<file path="src/hdl/adler_pkg.sv">
// Shared widths, constants and the lane-to-accumulator word type for the Adler-32 block.
package adler_pkg;

  localparam int LANES    = 4;
  // Lanes in use: a data word carries at most four bytes
  localparam int LANE_CNT = (LANES < 4) ? LANES : 4;

  localparam int COUNT_W  = 3;
  localparam int BSUM_W   = 10;   // up to four bytes summed
  localparam int WSUM_W   = 12;   // bytes weighted by up to four, summed
  localparam int NL_W     = 18;   // low sum times up to four
  localparam int HSUM_W   = 19;   // high + n*low + weighted sum

  localparam logic [COUNT_W-1:0] LANE_CNT_C = COUNT_W'(LANE_CNT);
  localparam logic [16:0]        ADLER_MOD  = 17'd65521;
  localparam logic [31:0]        START_RST  = 32'd1;
  localparam logic [4:0]         FOLD_MUL   = 5'd15;   // 2^16 mod 65521

  typedef struct packed {
    logic [BSUM_W-1:0]  byte_sum;
    logic [WSUM_W-1:0]  weighted_sum;
    logic [COUNT_W-1:0] count;
    logic               restart;
  } lane_sum_t;

endpackage

</file>
<file path="src/hdl/adler32_checksum.sv">
// Adler-32 running checksum: four byte lanes, a merge register, then the sum accumulator.
// An accepted word is held in the merge register, then in the accumulator's sums.
// Throughput: one word per cycle unless m_tready stalls; the low/high update loop in the
// accumulator sets this, with the lanes' byte and weighted sums registered ahead of it.
// Reset: low sum 1, high sum 0, start value 1, both pipeline stages emptied.
module adler32_checksum (
  input  logic        clk,
  input  logic        rst,
  input  logic        cfg_wr_en,
  input  logic [31:0] cfg_wr_data,      // start_value: high sum [31:16], low sum [15:0]
  input  logic        s_tvalid,
  output logic        s_tready,
  input  logic [39:0] s_tdata,          // data_word [31:0], byte_count [34:32], zeros [39:35]
  input  logic        s_tuser,          // restart
  output logic        m_tvalid,
  input  logic        m_tready,
  output logic [31:0] m_tdata           // checksum: low sum [15:0], high sum [31:16]
);

  logic [31:0] start_value;
  logic [adler_pkg::COUNT_W-1:0] count_in, count_sat;
  logic [7:0]  lane_byte     [adler_pkg::LANE_CNT];
  logic [10:0] lane_weighted [adler_pkg::LANE_CNT];
  logic [adler_pkg::BSUM_W-1:0] byte_sum;
  logic [adler_pkg::WSUM_W-1:0] weighted_sum;
  adler_pkg::lane_sum_t merged, stage;
  logic stage_valid;
  logic acc_ready;

  assign count_in  = s_tdata[34:32];
  assign count_sat = (count_in > adler_pkg::LANE_CNT_C) ? adler_pkg::LANE_CNT_C : count_in;

  for (genvar g = 0; g < adler_pkg::LANE_CNT; g++) begin : g_lane
    adler_lane u_lane (
      .data_word     (s_tdata[31:0]),
      .count         (count_sat),
      .lane_idx      (adler_pkg::COUNT_W'(g)),
      .lane_byte     (lane_byte[g]),
      .lane_weighted (lane_weighted[g])
    );
  end

  // merge the lanes
  always_comb begin
    byte_sum     = '0;
    weighted_sum = '0;
    for (int k = 0; k < adler_pkg::LANE_CNT; k++) begin
      byte_sum     = byte_sum + adler_pkg::BSUM_W'(lane_byte[k]);
      weighted_sum = weighted_sum + adler_pkg::WSUM_W'(lane_weighted[k]);
    end
    merged.byte_sum     = byte_sum;
    merged.weighted_sum = weighted_sum;
    merged.count        = count_sat;
    merged.restart      = s_tuser;
  end

  assign s_tready = !stage_valid || acc_ready;

  always_ff @(posedge clk) begin
    if (rst) begin
      start_value <= adler_pkg::START_RST;
      stage_valid <= 1'b0;
    end else begin
      if (cfg_wr_en) start_value <= cfg_wr_data;
      if (s_tready) stage_valid <= s_tvalid;
    end
  end

  // hold the merged word while the accumulator stalls
  always_ff @(posedge clk) begin
    if (s_tready && s_tvalid) stage <= merged;
  end

  adler_accum u_accum (
    .clk         (clk),
    .rst         (rst),
    .in_valid    (stage_valid),
    .in_ready    (acc_ready),
    .in_word     (stage),
    .start_value (start_value),
    .out_valid   (m_tvalid),
    .out_ready   (m_tready),
    .checksum    (m_tdata)
  );

endmodule

</file>
<file path="src/hdl/adler_lane.sv">
// One byte lane: picks its byte from the word and weights it by the bytes from it to the last, itself included.
module adler_lane (
  input  logic [31:0]                     data_word,
  input  logic [adler_pkg::COUNT_W-1:0]   count,
  input  logic [adler_pkg::COUNT_W-1:0]   lane_idx,
  output logic [7:0]                      lane_byte,
  output logic [10:0]                     lane_weighted
);

  logic       active;
  logic [7:0] raw_byte;
  logic [adler_pkg::COUNT_W-1:0] weight;

  // first byte sits at the top of the word
  assign raw_byte      = 8'(data_word >> (6'd24 - {lane_idx, 3'b000}));
  assign active        = (lane_idx < count);
  assign lane_byte     = active ? raw_byte : 8'd0;
  assign weight        = active ? (count - lane_idx) : '0;
  assign lane_weighted = 11'(weight) * 11'(raw_byte);

endmodule

</file>
<file path="src/hdl/adler_accum.sv">
// Running sums: folds one merged lane word per cycle, unless out_ready stalls, into low and high, output register.
module adler_accum (
  input  logic                  clk,
  input  logic                  rst,
  input  logic                  in_valid,
  output logic                  in_ready,
  input  adler_pkg::lane_sum_t  in_word,
  input  logic [31:0]           start_value,
  output logic                  out_valid,
  input  logic                  out_ready,
  output logic [31:0]           checksum
);

  logic [15:0] low, low_next;
  logic [15:0] high, high_next;
  logic [15:0] l0, h0;
  logic [16:0] lsum, lred;
  logic [adler_pkg::NL_W-1:0]   nl;
  logic [adler_pkg::HSUM_W-1:0] hsum;
  logic [16:0] fold, fred;
  logic        take;

  assign in_ready = !out_valid || out_ready;
  assign take     = in_valid && in_ready;
  assign checksum = {high, low};

  always_comb begin
    l0 = in_word.restart ? start_value[15:0]  : low;
    h0 = in_word.restart ? start_value[31:16] : high;
    lsum = {1'b0, l0} + 17'(in_word.byte_sum);
    lred = (lsum >= adler_pkg::ADLER_MOD) ? (lsum - adler_pkg::ADLER_MOD) : lsum;
    nl = '0;
    for (int j = 0; j < adler_pkg::LANE_CNT; j++) begin
      if (adler_pkg::COUNT_W'(j) < in_word.count) nl = nl + adler_pkg::NL_W'(l0);
    end
    hsum = adler_pkg::HSUM_W'(h0) + adler_pkg::HSUM_W'(nl)
         + adler_pkg::HSUM_W'(in_word.weighted_sum);
    // fold the bits from 16 up back in as 15 each, then one subtract
    fold = {1'b0, hsum[15:0]}
         + 17'(hsum[adler_pkg::HSUM_W-1:16]) * 17'(adler_pkg::FOLD_MUL);
    fred = (fold >= adler_pkg::ADLER_MOD) ? (fold - adler_pkg::ADLER_MOD) : fold;
    // no bytes: keep the sums as loaded, unreduced
    if (in_word.count == '0) begin
      low_next  = l0;
      high_next = h0;
    end else begin
      low_next  = lred[15:0];
      high_next = fred[15:0];
    end
  end

  always_ff @(posedge clk) begin
    if (rst) begin
      low       <= 16'd1;
      high      <= 16'd0;
      out_valid <= 1'b0;
    end else begin
      if (take) begin
        low  <= low_next;
        high <= high_next;
      end
      if (in_ready) out_valid <= in_valid;
    end
  end

endmodule
</file>
<file path="config.mk">
export PLATFORM = sky130hd
export DESIGN_NAME = adler32_checksum
export DESIGN_NICKNAME = d
export VERILOG_FILES = /design/src/hdl/adler_pkg.sv /design/src/hdl/adler32_checksum.sv /design/src/hdl/adler_lane.sv /design/src/hdl/adler_accum.sv
export SDC_FILE = /design/constraint.sdc
export NUM_CORES = 1
export LEC_CHECK = 0
export BUFFER_PORTS_ARGS = -buffer_cell sky130_fd_sc_hd__buf_2
export CAP_MARGIN = 40
export CORE_MARGIN = 5
export CORE_UTILIZATION = 50
export DETAILED_ROUTE_END_ITERATION = 12
export PLACE_DENSITY = 0.66
export SKIP_CTS_REPAIR_TIMING = 1
export SLEW_MARGIN = 20
export SYNTH_ARGS = -nofsm -noshare
export SYNTH_HDL_FRONTEND = slang
export SYNTH_HIERARCHICAL = 1
export SYNTH_SLANG_ARGS = --single-unit
export TNS_END_PERCENT = 50
</file>
<file path="constraint.sdc">
create_clock -name clk -period 16.7 [get_ports clk]
set_clock_uncertainty 0.1 [all_clocks]
set_input_delay 3.34 -clock clk [delete_from_list [all_inputs] [get_ports clk]]
set_output_delay 3.34 -clock clk [all_outputs]
set_load 0.03 [all_outputs]
</file>
== Word level (Yosys, flattened, before mapping) ==
Index checks and enable logic that the tools add are counted.

* Bits in registers: 92
* Latch bits: 0
* Bits in writable memories: 0
* Memory bits (read-only): 0
* Input bits: 78
* Output and inout bits: 34
* Word-level logic and storage cells: 69
* Memories kept: 0

* Add/sub/neg operators: 18
* Multipliers: 5
* Div/mod/pow operators: 0
* Order comparisons: 11
* Equal/unequal tests: 0
* Shift operators: 0
* Muxes and demuxes: 19
* Bitwise gates (word level): 0
* Reductions and logical operators: 7

{| class="wikitable"
|+ Operator list
! cell !! count
|-
| $mux 16 || 7
|-
| $mux 18 || 3
|-
| $mul 3x8->11 || 4
|-
| $add 18x16->18 || 2
|-
| $ge 17x16->1 const B || 2
|-
| $mux 8 || 4
|-
| $sub 16x16->16 const B || 2
|-
| $add 12x11->12 || 2
|-
| $add 16x18->19 || 1
|-
| $add 19x12->19 || 1
|-
| $add 16x10->17 || 1
|-
| $add 16x16->17 || 1
|-
| $add 16x7->17 || 1
|-
| $mux 3 || 5
|-
| $add 11x11->12 || 1
|-
| $lt 1x3->1 const A || 4
|-
| $lt 2x3->1 const A || 4
|-
| $add 10x8->10 || 1
|-
| $add 9x8->10 || 1
|-
| $add 8x8->9 || 1
|-
| $mul 3x4->7 const B || 1
|-
| $sub 3x2->3 const B || 2
|-
| $gt 3x3->1 const B || 1
|-
| $logic_not 3->1 || 1
|-
| 4 further kinds || 7
|}

== Longest topological paths before layout ==
Gate-level depths: netlist (run 1).

* Depth after elaboration: 15
* Depth in mapped cells: 51
* Mapped depth without buffers: 48

== By module ==
The synthesis (run 1) kept the hierarchy.

{| class="wikitable"
|+ By module, submodules not included
! module !! times used !! cells an instance !! area each (um2) !! sequential area each (um2)
|-
| adler_accum || 1 || 930 || 6922.9 || 660.6
|-
| adler32_checksum || 1 || 358 || 3784.9 || 1441.4
|-
| adler_lane at g_lane[0].u_lane ... || 2 || 123 || 1034.7 || 0.0
|-
| adler_lane at g_lane[2].u_lane ... || 2 || 120 || 1008.5 || 0.0
|}

== Worst setup path after synthesis (run 1) ==
OpenSTA, ideal clock, no wires.

* Kind: register to register
* From: reg stage[0] (netlist name)
* To: reg u_accum.high[1]
* Setup time: 124 ps
* Arrival time: 10376 ps
* Required time: 16476 ps
* Slack: 6100 ps
* Stages on the path, launching flop included: 45
* Buffers on the path: 3
* Period minus slack after synthesis: 10600 ps
* Path through: edfxtp_1 -> clkbuf_1 -> buf_1 -> mux2i_1 -> inv_1 -> a22oi_1 -> inv_1 -> fa_1 -> a211o_1 -> o211ai_1 -> a21oi_1 -> or3_1 -> a21oi_1 -> a21oi_1 -> ha_1 -> and2_1 -> o21ai_0 -> nand2_1 -> (+9 left out) -> o31ai_1 -> a21oi_1 -> xor2_1 -> fa_1 -> inv_1 -> fa_1 -> inv_1 -> ha_1 -> a211oi_1 -> o21ai_0 -> a22o_1 -> or4_1 -> nor4_1 -> and4b_1 -> a21o_1 -> buf_6 -> nor3b_1 -> o31ai_2

* Cells in the longest elaborated chain, start to end: 15
* Elaborated cells between the ends (all ways): 17
* Those cells by class: 7 x add/sub; 1 x mul; 1 x order compare; 8 x mux

{| class="wikitable"
|+ Ends and longest elaborated chain
! item !! RTL line !! text
|-
| from (decl) || adler32_checksum.sv:26 || <nowiki>adler_pkg::lane_sum_t merged, stage;</nowiki>
|-
| from (signal assigned) || adler32_checksum.sv:71 || <nowiki>if (s_tready && s_tvalid) stage <= merged;</nowiki>
|-
| $mux 16 || adler_accum.sv:28 || <nowiki>l0 = in_word.restart ? start_value[15:0] : low;</nowiki>
|-
| $mux 16 || adler_accum.sv:34 || <nowiki>if (adler_pkg::COUNT_W'(j) < in_word.count) nl = nl + adler_pkg::NL_W'(l0);</nowiki>
|-
| $add 16x16->17 || adler_accum.sv:34 ||
|-
| $mux 18 || adler_accum.sv:34 ||
|-
| $add 18x16->18 || adler_accum.sv:34 ||
|-
| $mux 18 || adler_accum.sv:34 ||
|-
| $add 18x16->18 || adler_accum.sv:34 ||
|-
| $mux 18 || adler_accum.sv:34 ||
|-
| $add 16x18->19 || adler_accum.sv:36 || <nowiki>hsum = adler_pkg::HSUM_W'(h0) + adler_pkg::HSUM_W'(nl)</nowiki>
|-
| $add 19x12->19 || adler_accum.sv:37 || <nowiki>+ adler_pkg::HSUM_W'(in_word.weighted_sum);</nowiki>
|-
| $mul 3x4->7 || adler_accum.sv:40 || <nowiki>+ 17'(hsum[adler_pkg::HSUM_W-1:16]) * 17'(adler_pkg::FOLD_MUL);</nowiki>
|-
| $add 16x7->17 || adler_accum.sv:40 ||
|-
| $sub 16x16->16 or $ge 17x16->1 (tied branches) || adler_accum.sv:41 || <nowiki>fred = (fold >= adler_pkg::ADLER_MOD) ? (fold - adler_pkg::ADLER_MOD) : fold;</nowiki>
|-
| $mux 16 || adler_accum.sv:41 ||
|-
| $mux 16 * || adler_accum.sv:43 || <nowiki>if (in_word.count == '0) begin</nowiki>
|-
| to (signal assigned) || adler_accum.sv:60 || <nowiki>high <= high_next;</nowiki>
|-
| to (decl) || adler_accum.sv:15 || <nowiki>logic [15:0] high, high_next;</nowiki>
|}

Mark *: on every way between the ends. The rest lies on a longest branch, timed or not.
A chain may end at the register's enable or synchronous reset.

== Worst setup path after layout (run 1) ==
* From: reg stage[0] (netlist name)
* To: reg u_accum.high[4]

The elaborated chain is that of the path after synthesis.

==> results of run 1 <==
[registers in the layout, indices dropped and copies added (netlist names)]
name,cells
stage_valid,1
u_accum/high,16
u_accum/out_valid,1
stage,26
start_value,32
u_accum/low,16
[layout make-up]
type	instances	area, um2
fillers	2734	13300
multi-input cells	1416	11700
flip-flops and latches	92	2100
inverters	240	901
repair buffers	117	638
well taps	390	488
clock buffers	11	254
clock inverters	5	63.8
[how the worst min path moves through the flow]
stage	endpoint	cells past startpoint
after floorplan	u_accum/out_valid	2
after global placement	u_accum/high[3]	2
after detailed placement	u_accum/high[3]	2
after CTS	u_accum/out_valid	2
after global routing	u_accum/high[3]	2
final	u_accum/high[3]	2
[per-layer routing]
layer,global-route usage,vias to the layer above
met3,0.0280,51
met1,0.289,6086
met5,0,-
met4,0.0615,0
met2,0.395,358
li1,-,6379
[kinds of logic (layout without fill, tap and decap cells)]
logic type / count (synthesis) / after routing
and+or+nand+nor: 544 / 544
AOI/OAI and AO/OA: 395 / 395
buffers and inverters: 288 / 373
adders and majority gates: 243 / 243
muxes: 110 / 110
xor gates and xnor gates: 100 / 100
DFF: 92 / 92
other: 2 / 24
[power by group through the flow]
stage	clock network (mW)	logic, mW	registers (mW)
after global routing	0.237	1.52	0.287
after global placement	0	1.31	0.288
after CTS	0.226	1.35	0.283
after floorplan	0	1.04	0.306
final	0.220	1.37	0.283
after detailed placement	0	1.34	0.288
[worst register-to-register path: cells and delay by family (launching register included)]
kind / cells / cell delay [ns]
compound gates: 17 / 4.04
xor+xnor: 3 / 0.55
fa+ha+maj: 7 / 3.10
buf+inv: 5 / 0.95
flops: 1 / 0.33
mux: 1 / 0.54
simple gates: 9 / 2.29
[cell usage in the layout (no fill, tap or decap), drive strengths merged, types with 37 or more instances in the layout]
| cell | count |
|---|---|
| inv | 241 |
| mux2i | 57 |
| dfxtp | 66 |
| nor2 | 132 |
| a211oi | 44 |
| a21oi | 103 |
| o21ai | 83 |
| nand3 | 37 |
| fa | 90 |
| and2 | 82 |
| nand2 | 134 |
| xnor2 | 71 |
| ha | 153 |
| buf | 117 |
[through the flow]
step | instances | instance area [um2] | total power [mW] | setup slack [ns] | util
after global routing | 2271 | 16100 | 2.05 | 3.96 | 0.548
after CTS | 2269 | 16100 | 1.86 | 4.76 | 0.547
final | 2271 | 16100 | 1.87 | 4.70 | 0.548
after floorplan | 1796 | 14900 | 1.35 | 6.10 | -
after detailed placement | 2253 | 15800 | 1.63 | 4.85 | 0.536
after global placement | 2251 | 15700 | 1.59 | 4.97 | 0.535
==> metrics, run 1 <==
share of the yosys chip area belonging to registers=0.142; Hold WC Path Type=reg2reg; Worst R2R Start=stage[0]; post-route ant nets=0; clk slew on worst S/H paths=0.07 ns; FF-to-FF setup slack=4.70 ns; Worst EP arrival=12.15 ns; Mapped Cells=1774; RePlAce Congestion=0.982; row cnt=63; clock network fraction of total power=0.118; CP top delay family=compound AO/OA/AOI/OAI gates; compound-cell area share of the yosys netlist=0.182; Clock Tree Buf Depth=2; DIE AREA=33100 um2; CP Launch Point=stage[0]; Core ar.=29400 um2; Worst-Skew Late Latency=0.35 ns; status=completed; area delta synth->final=8.85%; crit path capture type=flip-flop; synth top area cells=ha_1 (13%), fa_1 (12%), dfxtp_1 (8.9%); Die W=182 um; drt initial violations=915; initial antenna violation count=0; Slew HR=0.446; Final Setup Violations=0; adder-cell share of the synthesized area=0.251; final slew viol count=0; Critical Path End=u_accum/high[4]; DR WL/cell=16.5 um; total congestion overflow=0; GRT Overall Usage=0.224; via count=12874; Root Driver=clkbuf_16; Met1 Wirelength=16.4 mm; Total Wirelength=37.4 mm; power per cell area=116 nW/um2; Yosys warnings=6; Die Ht=182 um; CTS Buf Count=9; Routed met3 length=1.98 mm; Switching Share=0.493; hold_sp=u_accum/high[3]; Crit Path Max Fanout=33; commonest cells in the netlist=inv_1 (239), ha_1 (153), nand2_1 (134); fin crit period=12.00 ns; Synth Flop Type=dfxtp_1; startpoint types=flip-flop; Fin. Hold Viols=0; first-pass GRT wire length=61.7 mm; dpl hpwl=31.5 mm; RSZ-0062 raised after global routing=no; MaxCap Viol Count=0; Synth top area share=0.129; Post-synth ARST share=0; Nets=2197; Post-Syn Area=14800 um2; buffer and inverter count on the worst path=5; static leakage=7.58 nW; Most Frequent Cell on Critical Path=a21oi_1; Tcrit/Tclk final=0.719; Ant. Diodes=0; worst vdd ir=0.118 mV; Port Buffer Count=106; r2r endpoint=u_accum/high[4]; largest family of logic cells by synthesized area=adder cells; CP max stage delay=0.62 ns; most frequent cell after synthesis=inv_1; mux contribution to synthesized area=0.103; CTS tree=done; Post-Synth XOR/XNOR Area=0.0597; max layer used=met4; htree depth=3; cell taking the most area after synthesis=ha_1; share of cells above drive strength 1=0.126; DRC violations left=0; DR pass1 iterations=5; R2R depth=42; Yosys reg bits=92; Crit path depth=42; vias in the first global route=12509; worst slew pin tran=0.824 ns; pin count of the biggest net entering global routing=69; Distinct cells, synth=89; num ports=112; Simple-Gate Fraction of Synth Area=0.185; # clock sinks=92; Setup Crit Path Kind=reg2reg; Required @ worst endpoint=16.85 ns; Initial Util=0.503; sw power=922 uW; EDFF count, synth=26; TNS Setup=0 ns; worst hold slack=0.381 ns; Logic pwr share=0.731; WL met2=18.0 mm; Reg power frac=0.152; Syn Area/Cell=8.34 um2; Power Internal=947 uW; Max Clock Freq=0.0833 GHz; vias per cell=5.67; CP max stage cell=fa_1
(Power assumes the default switching activity.)
==> run 2, diff against run 1 <==
clock period = 11.5 ns   (was 16.7 ns; I/O delays follow)
==> run 2 against run 1 <==
Critical path depth stayed put. Register-to-register slack got worse by 4.1 ns. Final area up 0.73%. Combinational power rose by 48%. Die area is the same. Clock power grew 45%. Sequential share of layout area shrank 0.095 points. Count of clock-buffer cells in the layout unchanged. Setup slack got worse by 4.1 ns. Worst hold slack improved by 0.0022 ns. Routed wire length is 0.51% lower. Largest cell class unchanged.
==> metrics, run 2 (same netlist as run 1, synthesis figures left out) <==
vias in the first global route=12391; fin util=0.552; Core ar.=29400 um2; Setup Crit Path Kind=reg2reg; final setup margin=0.635 ns; CP max stage cell=fa_1; Reg power frac=0.149; Die W=182 um; area of the multi-input gates=11700 um2; Clock Tree Buf Depth=2; largest register by flop count=start_value; most frequent cells in the layout=inv_1 (239), ha_1 (153), nand2_1 (134); via count=12787; max FFs per register=32; row cnt=63; Total Wirelength=37.2 mm; crit path capture type=flip-flop; CP Launch Point=stage[0]; Fin. Hold Viols=0; CP top delay family=compound AO/OA/AOI/OAI gates; leading registers by flop count=start_value: 32 flops, stage: 26 flops; sw power=1.36 mW; dpl hpwl=31.4 mm; CTS Buf Count=9; DRC violations left=0; buffer and inverter count on the worst path=4; Hold WC Path Type=reg2reg; CP max stage delay=0.62 ns; cell area after layout=16200 um2; Worst R2R Start=stage[0]; FF-to-FF setup slack=0.63 ns; RSZ-0062 raised after global routing=no; worst vdd ir=0.156 mV; DR pass1 iterations=5; Power Internal=1.40 mW; Switching Share=0.494; htree depth=3; share of cells above drive strength 1=0.137; total congestion overflow=0; Inst Count DP=2262; Die Ht=182 um; fillers=2754; worst slew pin tran=0.881 ns; Final Setup Violations=0; # clock sinks=92; TNS Setup=0 ns; DR WL/cell=16.3 um; Initial Util=0.503; Logic pwr share=0.736; Critical Path End=u_accum/high[0]; R2R depth=42; Nets=2206; FF+latch area=2100 um2; drt initial violations=694; clk slew on worst S/H paths=0.07 ns; power per cell area=170 nW/um2; Slew HR=0.409; Worst EP arrival=11.00 ns; Non-Filler Instances=2280; area delta synth->final=9.64%; startpoint types=flip-flop; Area after DPL=15800 um2; first-pass GRT wire length=60.9 mm; Most Frequent Cell on Critical Path=a21oi_1; fin crit period=10.87 ns; static leakage=7.62 nW; post-route ant nets=0; Ant. Diodes=0; CTS tree=done; commonest non-fill, non-tap cell in the layout=inv_1; Root Driver=clkbuf_16; Max Clock Freq=0.0920 GHz; initial antenna violation count=0; Port Buffer Count=106; clock network fraction of total power=0.115; Crit Path Max Fanout=7; r2r endpoint=u_accum/high[0]; DIE AREA=33100 um2; RePlAce Congestion=0.990; Tcrit/Tclk final=0.945; vias per cell=5.61; Crit path depth=42; worst hold slack=0.383 ns; pin count of the biggest net entering global routing=69; MaxCap Viol Count=0; status=completed; Required @ worst endpoint=11.63 ns; num ports=112; final slew viol count=0; GRT Overall Usage=0.221; Tot Pwr=2.76 mW; Place WS=0.413 ns; Worst-Skew Late Latency=0.35 ns
==> run 2: changes by cell type in the layout (fill, tap and decap cells not counted), moves of 4 or more <==
cell and change:
mux2i_1 -4, mux2i_2 +4, a21oi_1 -4, a21oi_2 +4, buf_4 +10
==> run 2: power by group through the flow <==
stage          sequential (mW)  combinational, mW  clock, mW
6_report                 0.412               2.03      0.318
5_1_grt                  0.418               2.28      0.333
4_1_cts                  0.413               1.98      0.323
3_5_place_dp             0.420               1.97          0
3_3_place_gp             0.418               1.92          0
2_1_floorplan            0.444               1.51          0
==> run 2: worst min-delay path by stage <==
stage / from / to / depth (start not counted)
detailed placement: stage_valid / u_accum/out_valid / 2
global placement: stage_valid / u_accum/out_valid / 2
finish: stage_valid / u_accum/out_valid / 2
global route: stage_valid / u_accum/out_valid / 2
floorplan: stage_valid / u_accum/out_valid / 2
CTS: stage_valid / u_accum/out_valid / 2
==> run 2: worst reg2reg max path: cells and delay by family (launching register included) <==
kind	cells	cell delay, ns
buffers and inverters	4	0.48
multiplexers	2	0.65
AND/OR/NAND/NOR	8	1.83
XOR/XNOR	1	0.13
adder cells (fa/ha/maj)	7	3.21
AO/OA/AOI/OAI	20	3.89
flip-flops	1	0.46
==> run 2: layer usage <==
metal | share of wire | vias to the layer above | GRT usage
met2 | 0.47 | 345 | 0.377
met3 | 0.052 | 59 | 0.0268
li1 | - | 6388 | -
met5 | 0 | - | 0
met1 | 0.44 | 5995 | 0.286
met4 | 0.041 | 0 | 0.0874
==> run 2: final cells by class <==
type / count / area share
well taps: 390 / 0.0301
repair buffers: 126 / 0.0437
inverters: 240 / 0.0555
clock buffers: 11 / 0.0157
multi-input cells: 1416 / 0.722
clock inverters: 5 / 0.00393
flip-flops and latches: 92 / 0.130
